File: config.mk
export PLATFORM = sky130hd
export DESIGN_NAME = bpc_cfg
export DESIGN_NICKNAME = d
export VERILOG_FILES = /design/src/rtl/bpc_pkg.sv /design/src/rtl/bpc_cfg.sv
export SDC_FILE = /design/constraint.sdc
export NUM_CORES = 1
export LEC_CHECK = 0
export BUFFER_PORTS_ARGS = -buffer_cell sky130_fd_sc_hd__buf_2
export CAP_MARGIN = 20
export CORE_MARGIN = 4
export CORE_UTILIZATION = 28
export CTS_CLUSTER_SIZE = 20
export DETAILED_ROUTE_END_ITERATION = 10
export SLEW_MARGIN = 20
export SYNTH_ARGS = -nofsm -noshare
export SYNTH_HDL_FRONTEND = slang
export SYNTH_SLANG_ARGS = --single-unit
File: constraint.sdc
create_clock -name aclk -period 0.86 [get_ports aclk]
set_input_delay 0 -clock aclk [delete_from_list [all_inputs] [get_ports aclk]]
set_output_delay 0 -clock aclk [all_outputs]
set_load 0.1 [all_outputs]
File: src/rtl/bpc_pkg.sv
// ---------------------------------------------------------------------------
// bpc_pkg
// Shared types, register indexes and constants for the pressure compensation.
// ---------------------------------------------------------------------------
package bpc_pkg;

    localparam int CFG_IDX_W = 3;
    localparam int CFG_DATA_W = 32;

    // divider depth and the width of the side word carried through it
    localparam int DIV_STAGES = 16;
    localparam int DIV_SIDE_W = 32 + 1 + 1 + 19;

    typedef enum logic [CFG_IDX_W-1:0] {
        REG_AC1_AC2  = 3'd0,
        REG_AC3_AC4  = 3'd1,
        REG_AC5_AC6  = 3'd2,
        REG_B1_B2    = 3'd3,
        REG_MC_MD    = 3'd4,
        REG_OSS      = 3'd5
    } reg_idx_t;

    localparam logic [31:0] K_B6_OFS  = 32'd4000;
    localparam logic [31:0] K_B7_SCL  = 32'd50000;
    localparam logic [31:0] K_P_X1    = 32'd3038;
    localparam logic [31:0] K_P_X2    = 32'd7357;
    localparam logic [31:0] K_P_OFS   = 32'd3791;
    localparam logic [31:0] K_B4_OFS  = 32'd32768;

    // Calibration words, sign or zero extended to 32 bits
    typedef struct packed {
        logic [31:0] ac1;
        logic [31:0] ac2;
        logic [31:0] ac3;
        logic [31:0] ac4;
        logic [31:0] ac5;
        logic [31:0] ac6;
        logic [31:0] b1;
        logic [31:0] b2;
        logic [31:0] mc;
        logic [31:0] md;
        logic [1:0]  oss;
    } cal_t;

    // Unsigned 32-bit quotient bundle for the pipelined divider
    typedef struct packed {
        logic [31:0] num;
        logic [31:0] den;
        logic        neg;
    } div_req_t;

    function automatic logic [31:0] asr32(input logic [31:0] v, input int unsigned n);
        asr32 = 32'($signed(v) >>> n);
    endfunction

    function automatic logic [31:0] sx16(input logic [15:0] h);
        sx16 = {{16{h[15]}}, h};
    endfunction

endpackage

File: src/rtl/bpc_cfg.sv
// ---------------------------------------------------------------------------
// bpc_cfg
// Calibration register file; unpacks the words into extended coefficients.
// ---------------------------------------------------------------------------
module bpc_cfg
    import bpc_pkg::*;
(
    input  logic                  aclk,
    input  logic                  aresetn,
    input  logic                  cfg_we,
    input  logic [CFG_IDX_W-1:0]  cfg_idx,
    input  logic [CFG_DATA_W-1:0] cfg_data,
    output cal_t                  cal
);

    logic [31:0] r0_reg, r1_reg, r2_reg, r3_reg, r4_reg;
    logic [1:0]  oss_reg;

    always_ff @(posedge aclk) begin
        if (!aresetn) begin
            r0_reg <= '0; r1_reg <= '0; r2_reg <= '0; r3_reg <= '0; r4_reg <= '0;
            oss_reg <= 2'd3;
        end else if (cfg_we) begin
            unique case (cfg_idx)
                REG_AC1_AC2: r0_reg <= cfg_data;
                REG_AC3_AC4: r1_reg <= cfg_data;
                REG_AC5_AC6: r2_reg <= cfg_data;
                REG_B1_B2:   r3_reg <= cfg_data;
                REG_MC_MD:   r4_reg <= cfg_data;
                REG_OSS:     oss_reg <= cfg_data[1:0];
                default: ;
            endcase
        end
    end

    always_comb begin
        cal.ac1 = sx16(r0_reg[31:16]);
        cal.ac2 = sx16(r0_reg[15:0]);
        cal.ac3 = sx16(r1_reg[31:16]);
        cal.ac4 = {16'd0, r1_reg[15:0]};
        cal.ac5 = {16'd0, r2_reg[31:16]};
        cal.ac6 = {16'd0, r2_reg[15:0]};
        cal.b1  = sx16(r3_reg[31:16]);
        cal.b2  = sx16(r3_reg[15:0]);
        cal.mc  = sx16(r4_reg[31:16]);
        cal.md  = sx16(r4_reg[15:0]);
        cal.oss = oss_reg;
    end

endmodule

# Word level (Yosys, flattened, before mapping)
# Cells that the tools add are included.
# classes
n_eq_ne	5
reduce_logical	7
# ops
op	n
AND reduction 2 bit	6
equality test 3 x 2 -> 1 bit (second input constant)	2
equality test 3 bit (second input constant)	2
equality test 3 x 1 -> 1 bit (second input constant)	1
logical NOT 3 bit	1
# totals
in_bits	38
out_inout_bits	322
regBits	162
word_cells	18

# Logic depth before layout (Yosys ltp)
# logic_depth
depth_word	2
ltp_mapped	5
ltp_nobuf	2

# Worst setup path after synthesis
# Ideal clock, no wire load.
# synth_path
path_kind	flip-flop to output port
startpoint	register r3_reg[31]
endpoint	output port cal[114] (netlist name)
path_buffers	1
slack_ns	-0.783
t_arrival_ns	1.643
required_time_ns	0.860
stages_incl_launch_ff	2
path_cell_list	dfxtp_1 buf_4
# synth_lines
element	line	rtl
start, declared	bpc_cfg.sv:16	logic [31:0] r0_reg, r1_reg, r2_reg, r3_reg, r4_reg;
start signal, assigned	bpc_cfg.sv:28	REG_B1_B2: r3_reg <= cfg_data;
end, declared	bpc_cfg.sv:13	output cal_t cal
# No word-level cell between the ends.

# Final worst setup path
# layout_path
startpoint	register r0_reg[15]
endpoint	output port cal[287] (netlist name)
# layout_lines
element	line	rtl
start, declared	bpc_cfg.sv:16	
start signal, assigned	bpc_cfg.sv:25	REG_AC1_AC2: r0_reg <= cfg_data;
# No word-level cell between the ends.

==> results.yml <==
status:
  status: "complete, but fails checks"
  violations: "negative setup slack"
critical_path:
  cp_cell_sequence: "buf_16, buf_16"
  cp-endpoint: "cal[287]"
  cp-end-kind: "output port"
  cp_slowest_cell: "dfxtp_4"
  startpoint_type: "flip-flop"
  critPathMaxStageDelay_ns: 0.39
  cp_common_cell: "buf_16"
  arrival_ns: 1.19
  worstPathRequired_ns: 0.86
  crit_buf_inv: 2
  path_depth: 2
  ff2ff_path_depth: 4
  reg2reg_to: "r0_reg[31]$_SDFFE_PN0P_"
  setup.worst_path.class: "reg -> out"
  worstPathMaxFanout: 8
  critPathTopFamily: "flip-flops"
  r2r_setup_slack_ns: 0.02
  r2r_start: "r0_reg[31]$_SDFFE_PN0P_"
  cp-startpoint: "r0_reg[15]$_SDFFE_PN0P_"
power_and_ir_drop:
  p_sw_share_pct: 35.6
  cellPowerDensity_nw_per_um2: 1420
  p_sw_mw: 7.37
  leakage_nw: 6.22
  ir_drop_mv: 1.23
  clkPwrFrac_pct: 38.1
  comb_power_share_pct: 25.9
  p_seq_share_pct: 36.0
  p_int_mw: 13.3
floorplan:
  initial_core_util_pct: 28.4
  die_y_um: 168
  die_w_um: 168
  core_um2: 25100
  dieArea_um2: 28100
  rows: 58
  pin_count: 360
detailed_routing:
  drc: 0
  routed_wl_mm: 22.6
  drt_iter0_drc: 176
  final_antenna_net_count: 0
  via_per_inst: 4.18
  dr_total_vias: 5624
  wire_per_inst_um: 16.8
  firstDrtPassIters: 4
placed_design:
  dp_hpwl_mm: 16.7
  gp_congestion: 0.732
  dpl_cell_area_um2: 13200
  port_buffers: 311
finish:
  drive_above_1_share_pct: 56.6
  finish.instance_area_um2: 14500
  nFillCells: 1934
  syn2layout_area_growth_pct: 104
  nets: 1039
  diodes: 0
synth:
  ys_seq_elements: 162
  synth_edf_count: 0
  yosysMostFrequentCell: "nand2_1"
  ys_top_cells_by_count: "192 x nand2_1, 169 x buf_4, 162 x dfxtp_1, 162 x mux2i_1, 16 x clkbuf_1"
  synthArstFlopShare_pct: 0
  syn_area_um2: 7130
  synthFlopType: "dfxtp_1"
  synth_cell_types: 14
  synth_warnings: 0
  synthTopCellsByArea: "dfxtp_1 45%, mux2i_1 23%, buf_4 18%, nand2_1 10%, buf_6 0.95%"
  yosysSeqAreaShare_pct: 45.5
  avgSynthCellArea_um2: 9.81
  syn_inst: 727
  synth_top_area_cell: "dfxtp_1"
  yosysTopAreaCellShare_pct: 45.5
grt:
  grt_pass1_vias: 5998
  grt_usage_pct: 15.6
  grt-ovfl-total: 0
  grt_pass1_wl_mm: 34.7
  grt_antenna_before_repair: 0
  grt_max_degree: 37
cts:
  clock-sinks: 162
  ctsLongestPathBuffers: 2
  htreeDepth: 4
  tritoncts: "yes"
  clkLatencyLatePin_ns: 0.42
  clkSlewWorstSetupHoldPaths_ns: 0.07
  clockRootBuffer: "clkbuf_16"
  cts_made_buffers: 17
timing:
  finalSetupViolCount: 274
  slew_viol_final: 0
  fin_crit_sh_pct: 138
  hold_viol: 0
  fin_skew_ns: 0
  grt_setup_unrepaired: "yes"
  period_minus_slack_ns: 1.19
  fin_hold_ws_ns: 0.0378
  max_freq_ghz: 0.842
  layout_setup_ws_ns: -0.327
flow_run:
  timing.max_cap.violations: 0
hold_path:
  hold_path.class: "in -> reg"
[power groups by stage]
stage | Combinational, mW | Sequential (mW) | Clock (mW)
after floorplan | 2.86 | 8.82 | 0
final | 5.36 | 7.46 | 7.89
after global placement | 5.13 | 7.63 | 0
after global routing | 5.51 | 7.48 | 8.43
after CTS | 5.36 | 7.46 | 8.09
after detailed placement | 5.18 | 7.64 | 0
[cells by family after synthesis]
logic type / synth area share, %
buffers and inverters: 20.2
flip-flops: 45.5
multiplexers: 22.7
other: 0.0526
AND/OR/NAND/NOR: 11.5
[routing by layer]
layer	track usage, %	routed length [µm]	up-vias
met3	5.26	1660	18
met1	17.0	8410	2684
met5	0	0	-
li1	-	-	2702
met4	3.95	271	0
met2	28.9	12200	220
[stage by stage]
step,setup TNS (ns),instances,setup slack [ns],power (mW),utilization [%]
CTS,-57.27,1337,-0.352,20.9,57.4
floorplan,-24.90,774,-0.338,11.7,-
global placement,-23.34,1261,-0.209,12.8,52.6
global route,-62.11,1344,-0.379,21.4,57.9
finish,-49.54,1344,-0.327,20.7,57.9
detailed placement,-28.55,1261,-0.267,12.8,52.6
[worst min path at each step]
stage	from	to	slack [ns]	cells after the start
3_5_place_dp	aresetn	r2_reg[2]$_SDFFE_PN0P_	0.29	3
5_1_grt	aresetn	r2_reg[31]$_SDFFE_PN0P_	0.02	4
4_1_cts	aresetn	r2_reg[31]$_SDFFE_PN0P_	0.01	4
2_1_floorplan	cfg_data[0]	oss_reg[0]$_SDFFE_PN1P_	0.16	2
3_3_place_gp	cfg_data[1]	oss_reg[1]$_SDFFE_PN1P_	0.27	3
6_report	aresetn	r2_reg[31]$_SDFFE_PN0P_	0.04	4
[what timing repair did]
item                                    CTS  global route
hold buffers                             33             0
endpoints found under the setup margin  274           275
gates resized for setup                  22             2
hold endpoints to repair                155             0
gates cloned                              3             4
buffers inserted                          8             3
[layout make-up]
| cell class | instances | area [µm²] | area share [%] |
|---|---|---|---|
| flip-flops and latches | 162 | 3850 | 26.5 |
| multi-input cells | 412 | 2660 | 18.3 |
| well taps | 330 | 413 | 2.84 |
| clock buffers | 17 | 425 | 2.92 |
| clock inverters | 15 | 188 | 1.29 |
| repair buffers | 408 | 7010 | 48.2 |
[tightest hold or removal path, stage by stage]
cell and delay (ns):
buf_6 0.12, buf_4 0.17, nand2_1 0.07, mux2i_1 0.05
[cells in the final DEF, fill, tap and decap left out, types with 2 or more instances in the layout]
master           n
buf_12         281
buf_16          17
buf_2           36
buf_4           31
buf_6            5
bufinv_16        2
clkbuf_16       21
conb_1          48
dfxtp_4        162
dlygate4sd3_1   33
inv_6            7
inv_8            3
mux2i_1        162
nand2_1        191
nand4bb_4        2
nor2b_1          4
No activity file was read; power rests on OpenSTA's default activity.
