==> src/rtl/bpc_pkg.sv <==
// ---------------------------------------------------------------------------
// bpc_pkg
// Shared types, register indexes and constants for the pressure compensation.
// ---------------------------------------------------------------------------
package bpc_pkg;

    localparam int CFG_IDX_W = 3;
    localparam int CFG_DATA_W = 32;

    // divider depth and the width of the side word carried through it
    localparam int DIV_STAGES = 16;
    localparam int DIV_SIDE_W = 32 + 1 + 1 + 19;

    typedef enum logic [CFG_IDX_W-1:0] {
        REG_AC1_AC2  = 3'd0,
        REG_AC3_AC4  = 3'd1,
        REG_AC5_AC6  = 3'd2,
        REG_B1_B2    = 3'd3,
        REG_MC_MD    = 3'd4,
        REG_OSS      = 3'd5
    } reg_idx_t;

    localparam logic [31:0] K_B6_OFS  = 32'd4000;
    localparam logic [31:0] K_B7_SCL  = 32'd50000;
    localparam logic [31:0] K_P_X1    = 32'd3038;
    localparam logic [31:0] K_P_X2    = 32'd7357;
    localparam logic [31:0] K_P_OFS   = 32'd3791;
    localparam logic [31:0] K_B4_OFS  = 32'd32768;

    // Calibration words, sign or zero extended to 32 bits
    typedef struct packed {
        logic [31:0] ac1;
        logic [31:0] ac2;
        logic [31:0] ac3;
        logic [31:0] ac4;
        logic [31:0] ac5;
        logic [31:0] ac6;
        logic [31:0] b1;
        logic [31:0] b2;
        logic [31:0] mc;
        logic [31:0] md;
        logic [1:0]  oss;
    } cal_t;

    // Unsigned 32-bit quotient bundle for the pipelined divider
    typedef struct packed {
        logic [31:0] num;
        logic [31:0] den;
        logic        neg;
    } div_req_t;

    function automatic logic [31:0] asr32(input logic [31:0] v, input int unsigned n);
        asr32 = 32'($signed(v) >>> n);
    endfunction

    function automatic logic [31:0] sx16(input logic [15:0] h);
        sx16 = {{16{h[15]}}, h};
    endfunction

endpackage

==> src/rtl/bpc_div.sv <==
// ---------------------------------------------------------------------------
// bpc_div
// Pipelined restoring divider, 32-bit unsigned, two quotient bits per stage.
// Carries an opaque side word alongside each beat; stalls with the pipe.
// ---------------------------------------------------------------------------
module bpc_div
    import bpc_pkg::*;
(
    input  logic                  aclk,
    input  logic                  aresetn,
    input  logic                  en,
    input  logic                  in_vld,
    input  logic [31:0]           in_num,
    input  logic [31:0]           in_den,
    input  logic [DIV_SIDE_W-1:0] in_side,
    output logic                  out_vld,
    output logic [31:0]           out_quo,
    output logic [DIV_SIDE_W-1:0] out_side
);

    logic [31:0]           rem_reg  [DIV_STAGES];
    logic [31:0]           num_reg  [DIV_STAGES];
    logic [31:0]           den_reg  [DIV_STAGES];
    logic [DIV_SIDE_W-1:0] side_reg [DIV_STAGES];
    logic [DIV_STAGES-1:0] vld_reg;

    // one stage: shift two numerator bits into the remainder, subtract twice
    function automatic logic [63:0] step2(input logic [31:0] rem, input logic [31:0] num,
                                          input logic [31:0] den);
        logic [32:0] r;
        logic [31:0] n;
        r = {1'b0, rem};
        n = num;
        for (int k = 0; k < 2; k++) begin
            r = {r[31:0], n[31]};
            n = {n[30:0], 1'b0};
            if (r >= {1'b0, den}) begin
                r = r - {1'b0, den};
                n[0] = 1'b1;
            end
        end
        step2 = {r[31:0], n};
    endfunction

    logic [63:0] nx [DIV_STAGES];

    always_comb begin
        nx[0] = step2(32'd0, in_num, in_den);
        for (int s = 1; s < DIV_STAGES; s++) begin
            nx[s] = step2(rem_reg[s-1], num_reg[s-1], den_reg[s-1]);
        end
    end

    always_ff @(posedge aclk) begin
        if (!aresetn) begin
            vld_reg <= '0;
        end else if (en) begin
            vld_reg <= {vld_reg[DIV_STAGES-2:0], in_vld};
        end
    end

    always_ff @(posedge aclk) begin
        if (en) begin
            {rem_reg[0], num_reg[0]} <= nx[0];
            den_reg[0]  <= in_den;
            side_reg[0] <= in_side;
            for (int s = 1; s < DIV_STAGES; s++) begin
                {rem_reg[s], num_reg[s]} <= nx[s];
                den_reg[s]  <= den_reg[s-1];
                side_reg[s] <= side_reg[s-1];
            end
        end
    end

    assign out_vld  = vld_reg[DIV_STAGES-1];
    assign out_quo  = num_reg[DIV_STAGES-1];
    assign out_side = side_reg[DIV_STAGES-1];

endmodule

==> config.mk <==
export PLATFORM = sky130hd
export DESIGN_NAME = bpc_div
export DESIGN_NICKNAME = d
export VERILOG_FILES = /design/src/rtl/bpc_pkg.sv /design/src/rtl/bpc_div.sv
export SDC_FILE = /design/constraint.sdc
export NUM_CORES = 2
export LEC_CHECK = 0
export BUFFER_PORTS_ARGS = -buffer_cell sky130_fd_sc_hd__buf_2
export CAP_MARGIN = 20
export CORE_ASPECT_RATIO = 0.7
export CORE_MARGIN = 1.5
export CORE_UTILIZATION = 50
export CTS_CLUSTER_DIAMETER = 60
export CTS_CLUSTER_SIZE = 28
export DETAILED_ROUTE_END_ITERATION = 8
export PLACE_DENSITY = 0.66
export REMOVE_ABC_BUFFERS = 1
export SYNTH_ARGS = -nofsm -noshare
export SYNTH_HDL_FRONTEND = slang
export SYNTH_SLANG_ARGS = --single-unit
==> constraint.sdc <==
create_clock -name aclk -period 9.5 [get_ports aclk]
set_clock_uncertainty 0.05 [all_clocks]
set_input_delay 0.95 -clock aclk [delete_from_list [all_inputs] [get_ports aclk]]
set_output_delay 0.95 -clock aclk [all_outputs]
set_load 0.01 [all_outputs]
Yosys cells after proc, flatten, opt, wreduce, memory -nomap -nowiden
Memory sizes are Yosys's and may differ from the RTL's.
Cells that the tools add are included.
- add/subtract/negate cells: 31
- $lt $le $gt $ge: 32
- mux-type cells: 65
- operator list (cell ; count):
    $ge A33 B32 Y1 ; 31
    $mux W32 ; 31
    $sub A32 B32 Y32 ; 30
    $mux W1 ; 34
    $ge A1 B32 Y1 ; 1
    $sub A1 B32 Y32 ; 1
- register bits after elaboration: 1008
- RAM bits: 1360
- memories: 2
- memory list (memory ; depth ; bits a word ; read ports ; clocked after Yosys merged registers in ; write ports ; RTL line ; text):
    side_reg ; 16 ; 53 ; 16 ; 0 ; 16 ; bpc_div.sv:24 ; logic [DIV_SIDE_W-1:0] side_reg [DIV_STAGES];
    den_reg ; 16 ; 32 ; 15 ; 0 ; 16 ; bpc_div.sv:23 ; logic [31:0] den_reg [DIV_STAGES];

Depth between registers and ports, before layout
An unclocked memory read counts as a cell.
- depth in word-level cells: 5
- gate-level depth with buffers: 30

Worst setup path after synthesis
OpenSTA, ideal clock, no wires.
- path type: register to register
- start: reg rem_reg[384] (netlist name)
- end: reg rem_reg[367] (netlist name) (data pin)
- arrival time: 6.391 ns
- slack: 2.799 ns
- stages on the path, launching flop included: 25
- path buffers: 2
- period minus slack after synthesis: 6.701 ns
- cells stage by stage: edfxtp_1 > ha_1 > nor2b_1 > o21a_1 > o21ai_0 > a211oi_1 > o2111ai_1 > and3_1 > o41ai_1 > a21boi_0 > inv_1 > buf_1 > mux2_2 > ha_1 > or4_1 > o21ai_1 > a211oi_1 > a41oi_2 > nor2_1 > o221a_2 > a311o_1 > a211o_1 > a211oi_4 > buf_4 > mux2_2
- RTL lines (item ; RTL line ; text):
    start: declaration ; bpc_div.sv:21 ; logic [31:0] rem_reg [DIV_STAGES];
    start signal: indexed assignment ; bpc_div.sv:68 ; {rem_reg[s], num_reg[s]} <= nx[s];

==> insert_results.sql <==
INSERT INTO impl_metrics (metric_group, metric, value, unit) VALUES
('worst_setup_path', 'r2r_start', 'den_reg[1][104]', ''),
('worst_hold_path', 'worst_hold_startpoint', 'in_side[38]', ''),
('global_route', 'grt_pass1_wl', '515000', 'µm'),
('clock_network', 'clkSinkCount', '2336', ''),
('finish', 'mostFrequentLayoutCell', 'edfxtp_1', ''),
('die', 'dieHeight', '432', 'µm'),
('finish', 'layout_filler_cell_count', '21900', ''),
('die', 'die_width', '616', 'µm'),
('finish', 'areaGrowthSynthToFinish', '7.99', '%'),
('sta', 'fin_crit', '8.81', 'ns'),
('worst_setup_path', 'rrSetupSlack', '0.69', 'ns'),
('worst_hold_path', 'hold_crit_path_type', 'input pin to flip-flop', ''),
('synth', 'seq_area_frac_synth', '53.2', '%'),
('finish', 'post_layout_nets', '12400', ''),
('synth', 'synth_area', '0.131', 'mm²'),
('routing', 'detail-route-antenna-nets', '0', ''),
('sta', 'hold_violations', '0', ''),
('sta', 'setup-tns-final', '0', 'ns'),
('synth', 'synthTopCellsByArea', 'edfxtp_1 53%, ha_1 9.5%, mux2_2 4.8%, xnor2_1 3.6%, a21oi_1 3.5%', ''),
('worst_setup_path', 'cp_data_arrival_time', '9.32', 'ns'),
('sta', 'fmaxAchievable', '114', 'MHz'),
('die', 'placementRows', '157', ''),
('die', 'coreArea', '0.261', 'mm²'),
('worst_setup_path', 'crit_path_start', 'den_reg[1][104]', ''),
('place', 'dp_hpwl', '270000', 'µm'),
('clock_network', 'worst_skew_pair.late_latency', '0.90', 'ns'),
('routing', 'drt-wirelength-per-cell', '23.4', 'µm'),
('die', 'fp.dieArea', '0.266', 'mm²'),
('clock_network', 'post-cts-setup-buffers', '0', ''),
('routing', 'routed_wirelength', '348000', 'µm'),
('finish', 'flip_flop_count_of_the_largest_register_all_copies_and_words_added', '848', ''),
('finish', 'area.sequential', '0.0700', 'mm²'),
('routing', 'drc', '0', ''),
('clock_network', 'root_buffer', 'clkbuf_16', ''),
('sta', 'worst-slew-pin-transition', '1.28', 'ns'),
('worst_hold_path', 'timing.hold.worst_endpoint', 'side_reg[0][38]', ''),
('global_route', 'track_usage', '25.4', '%'),
('worst_setup_path', 'worstSetupEndpointType', 'flip-flop', ''),
('clock_network', 'post_cts_resize_count', '0', ''),
('worst_hold_path', 'min_path_cells', '1', ''),
('sta', 'drv_slew', '0', ''),
('synth', 'most_used_dff_post_synth', 'edfxtp_1', ''),
('finish', 'highest_count_cells_in_the_layout_ignoring_fill_and_taps', '2,320 x edfxtp_1, 994 x ha_1, 925 x a21oi_1', ''),
('routing', 'routed-via-count', '88100', ''),
('synth', 'synth.distinct_cells', '98', ''),
('synth', 'yosys_warnings', '0', ''),
('synth', 'synth_top_area_share', '53.0', '%'),
('worst_setup_path', 'reg2reg_depth', '26', ''),
('synth', 'ys_seq_elements', '2336', ''),
('global_route', 'pin_count_of_the_biggest_net_entering_global_routing', '199', ''),
('sta', 'rsz0062_at_grt', 'no', ''),
('sta', 'timing.final.crit_share', '92.7', '%'),
('routing', 'detail_route.vias_per_cell', '5.94', ''),
('clock_network', 'number_of_buffers_created_by_cts', '161', ''),
('clock_network', 'clk_pin_slew', '0.10', 'ns'),
('place', 'port_buffers', '206', ''),
('place', 'last_weighted_congestion_value_of_the_routability_driven_placer', '1.00', ''),
('global_route', 'grt_pass1_vias', '81600', ''),
('synth', 'number_of_flops_mapped_to_enable_cells_by_yosys', '2320', ''),
('worst_setup_path', 'timing.critical_path.fanout_max', '33', ''),
('finish', 'multi_input_area', '0.0569', 'mm²'),
('synth', 'syn_avg_cell_area', '11.9', 'µm²'),
('die', 'initial_standard_cell_utilization_of_the_core', '50.3', '%'),
('run', 'timing.max_cap.violations', '0', ''),
('global_route', 'grt_remaining_overflow', '0', ''),
('clock_network', 'ctsHtreeMaxLevel', '4', ''),
('clock_network', 'cts_max_path_buffers', '4', ''),
('clock_network', 'post_cts_hold_buffer_count', '0', ''),
('worst_setup_path', 'data_required_time_at_the_worst_endpoint', '10.02', 'ns'),
('run_status', 'run_status', 'complete, no violations', ''),
('finish', 'drive_above_1_share', '11.0', '%');
==> worst max-delay path by stage <==
| stage | slack, ns | cells after the start | to |
|---|---|---|---|
| after floorplan | 0.65 | 24 | rem_reg[355] |
| after global placement | 1.25 | 25 | rem_reg[87] |
| after detailed placement | 1.20 | 26 | rem_reg[169] |
| after CTS | 1.09 | 26 | rem_reg[179] |
| after global routing | 0.32 | 26 | rem_reg[162] |
| final | 0.69 | 26 | rem_reg[106] |
==> layer usage <==
layer | global-route usage, % | wire length, µm
met3 | 7.13 | 36200
met5 | 0 | 0
met1 | 41.7 | 177000
met2 | 32.6 | 128000
met4 | 4.87 | 6590
==> critical path, stage by stage, from the launching register on <==
cell,delay (ns)
edfxtp_1,0.61
inv_1,0.13
ha_1,0.42
nand2_1,0.14
nor2_1,0.10
o21ai_0,0.09
a21oi_1,0.60
o21ai_0,0.48
a31oi_1,0.45
o2111ai_1,0.20
buf_4,0.22
o21ai_4,0.46
buf_4,0.30
mux2_2,0.39
ha_1,0.36
a21oi_1,0.16
nor2b_1,0.08
or3_1,0.31
o22a_1,0.25
a41oi_1,0.60
buf_4,0.28
o22ai_1,0.20
o211ai_1,0.28
o211ai_1,0.17
a21oi_4,0.14
buf_4,0.48
mux2_2,0.48
==> cell usage after synthesis, types with 46 or more instances <==
cell type  number
a211oi_1       67
a21o_1        548
a21oi_1       926
a31oi_1        73
and2_1         74
and3_1         77
buf_4          90
clkbuf_1      157
edfxtp_1     2320
ha_1          994
inv_1         814
mux2_2        564
mux2i_1        63
nand2_1       535
nand2b_1      119
nand3_1       228
nand4_1       147
nor2_1        617
nor2b_1       110
nor3_1        133
nor4_1         47
o211ai_1       46
o21a_1        130
o21ai_0       566
o21bai_1      109
o31ai_1        54
xnor2_1       533
xor2_1        248
==> metrics by stage <==
step	cells	worst slack, ns	hold WS [ns]	instance area, µm²	util (%)
after floorplan	10800	0.655	0.350	130000	-
after global placement	14600	1.25	0.350	136000	52.1
after detailed placement	14600	1.20	0.355	136000	52.1
after CTS	14800	1.09	0.0877	142000	54.3
after global routing	14800	0.324	0.111	142000	54.3
final	14800	0.693	0.166	142000	54.3
==> area by class of cell <==
type,instances,area share [%]
sequential,2336,49.3
multi-input combinational,7616,40.1
tap,3498,3.08
clock buffer,182,2.95
inverter,817,2.16
timing repair buffer,291,1.32
clock inverter,91,1.05
antenna,4,0.00705
==> cell families (layout without fill, tap and decap cells) <==
family | after synthesis | in the layout | synth area share, %
AO/OA/AOI/OAI | 2902 | 2902 | 14.1
XOR/XNOR | 781 | 781 | 5.20
adder cells (fa/ha/maj) | 1024 | 1024 | 9.92
buffers and inverters | 1119 | 1381 | 3.51
flip-flops | 2336 | 2336 | 53.2
multiplexers | 665 | 665 | 5.73
other | 0 | 4 | 0
AND/OR/NAND/NOR | 2244 | 2244 | 8.29
Power is not shown: default switching activity piles up to over one toggle a cycle in this logic, so the estimate is an artifact.
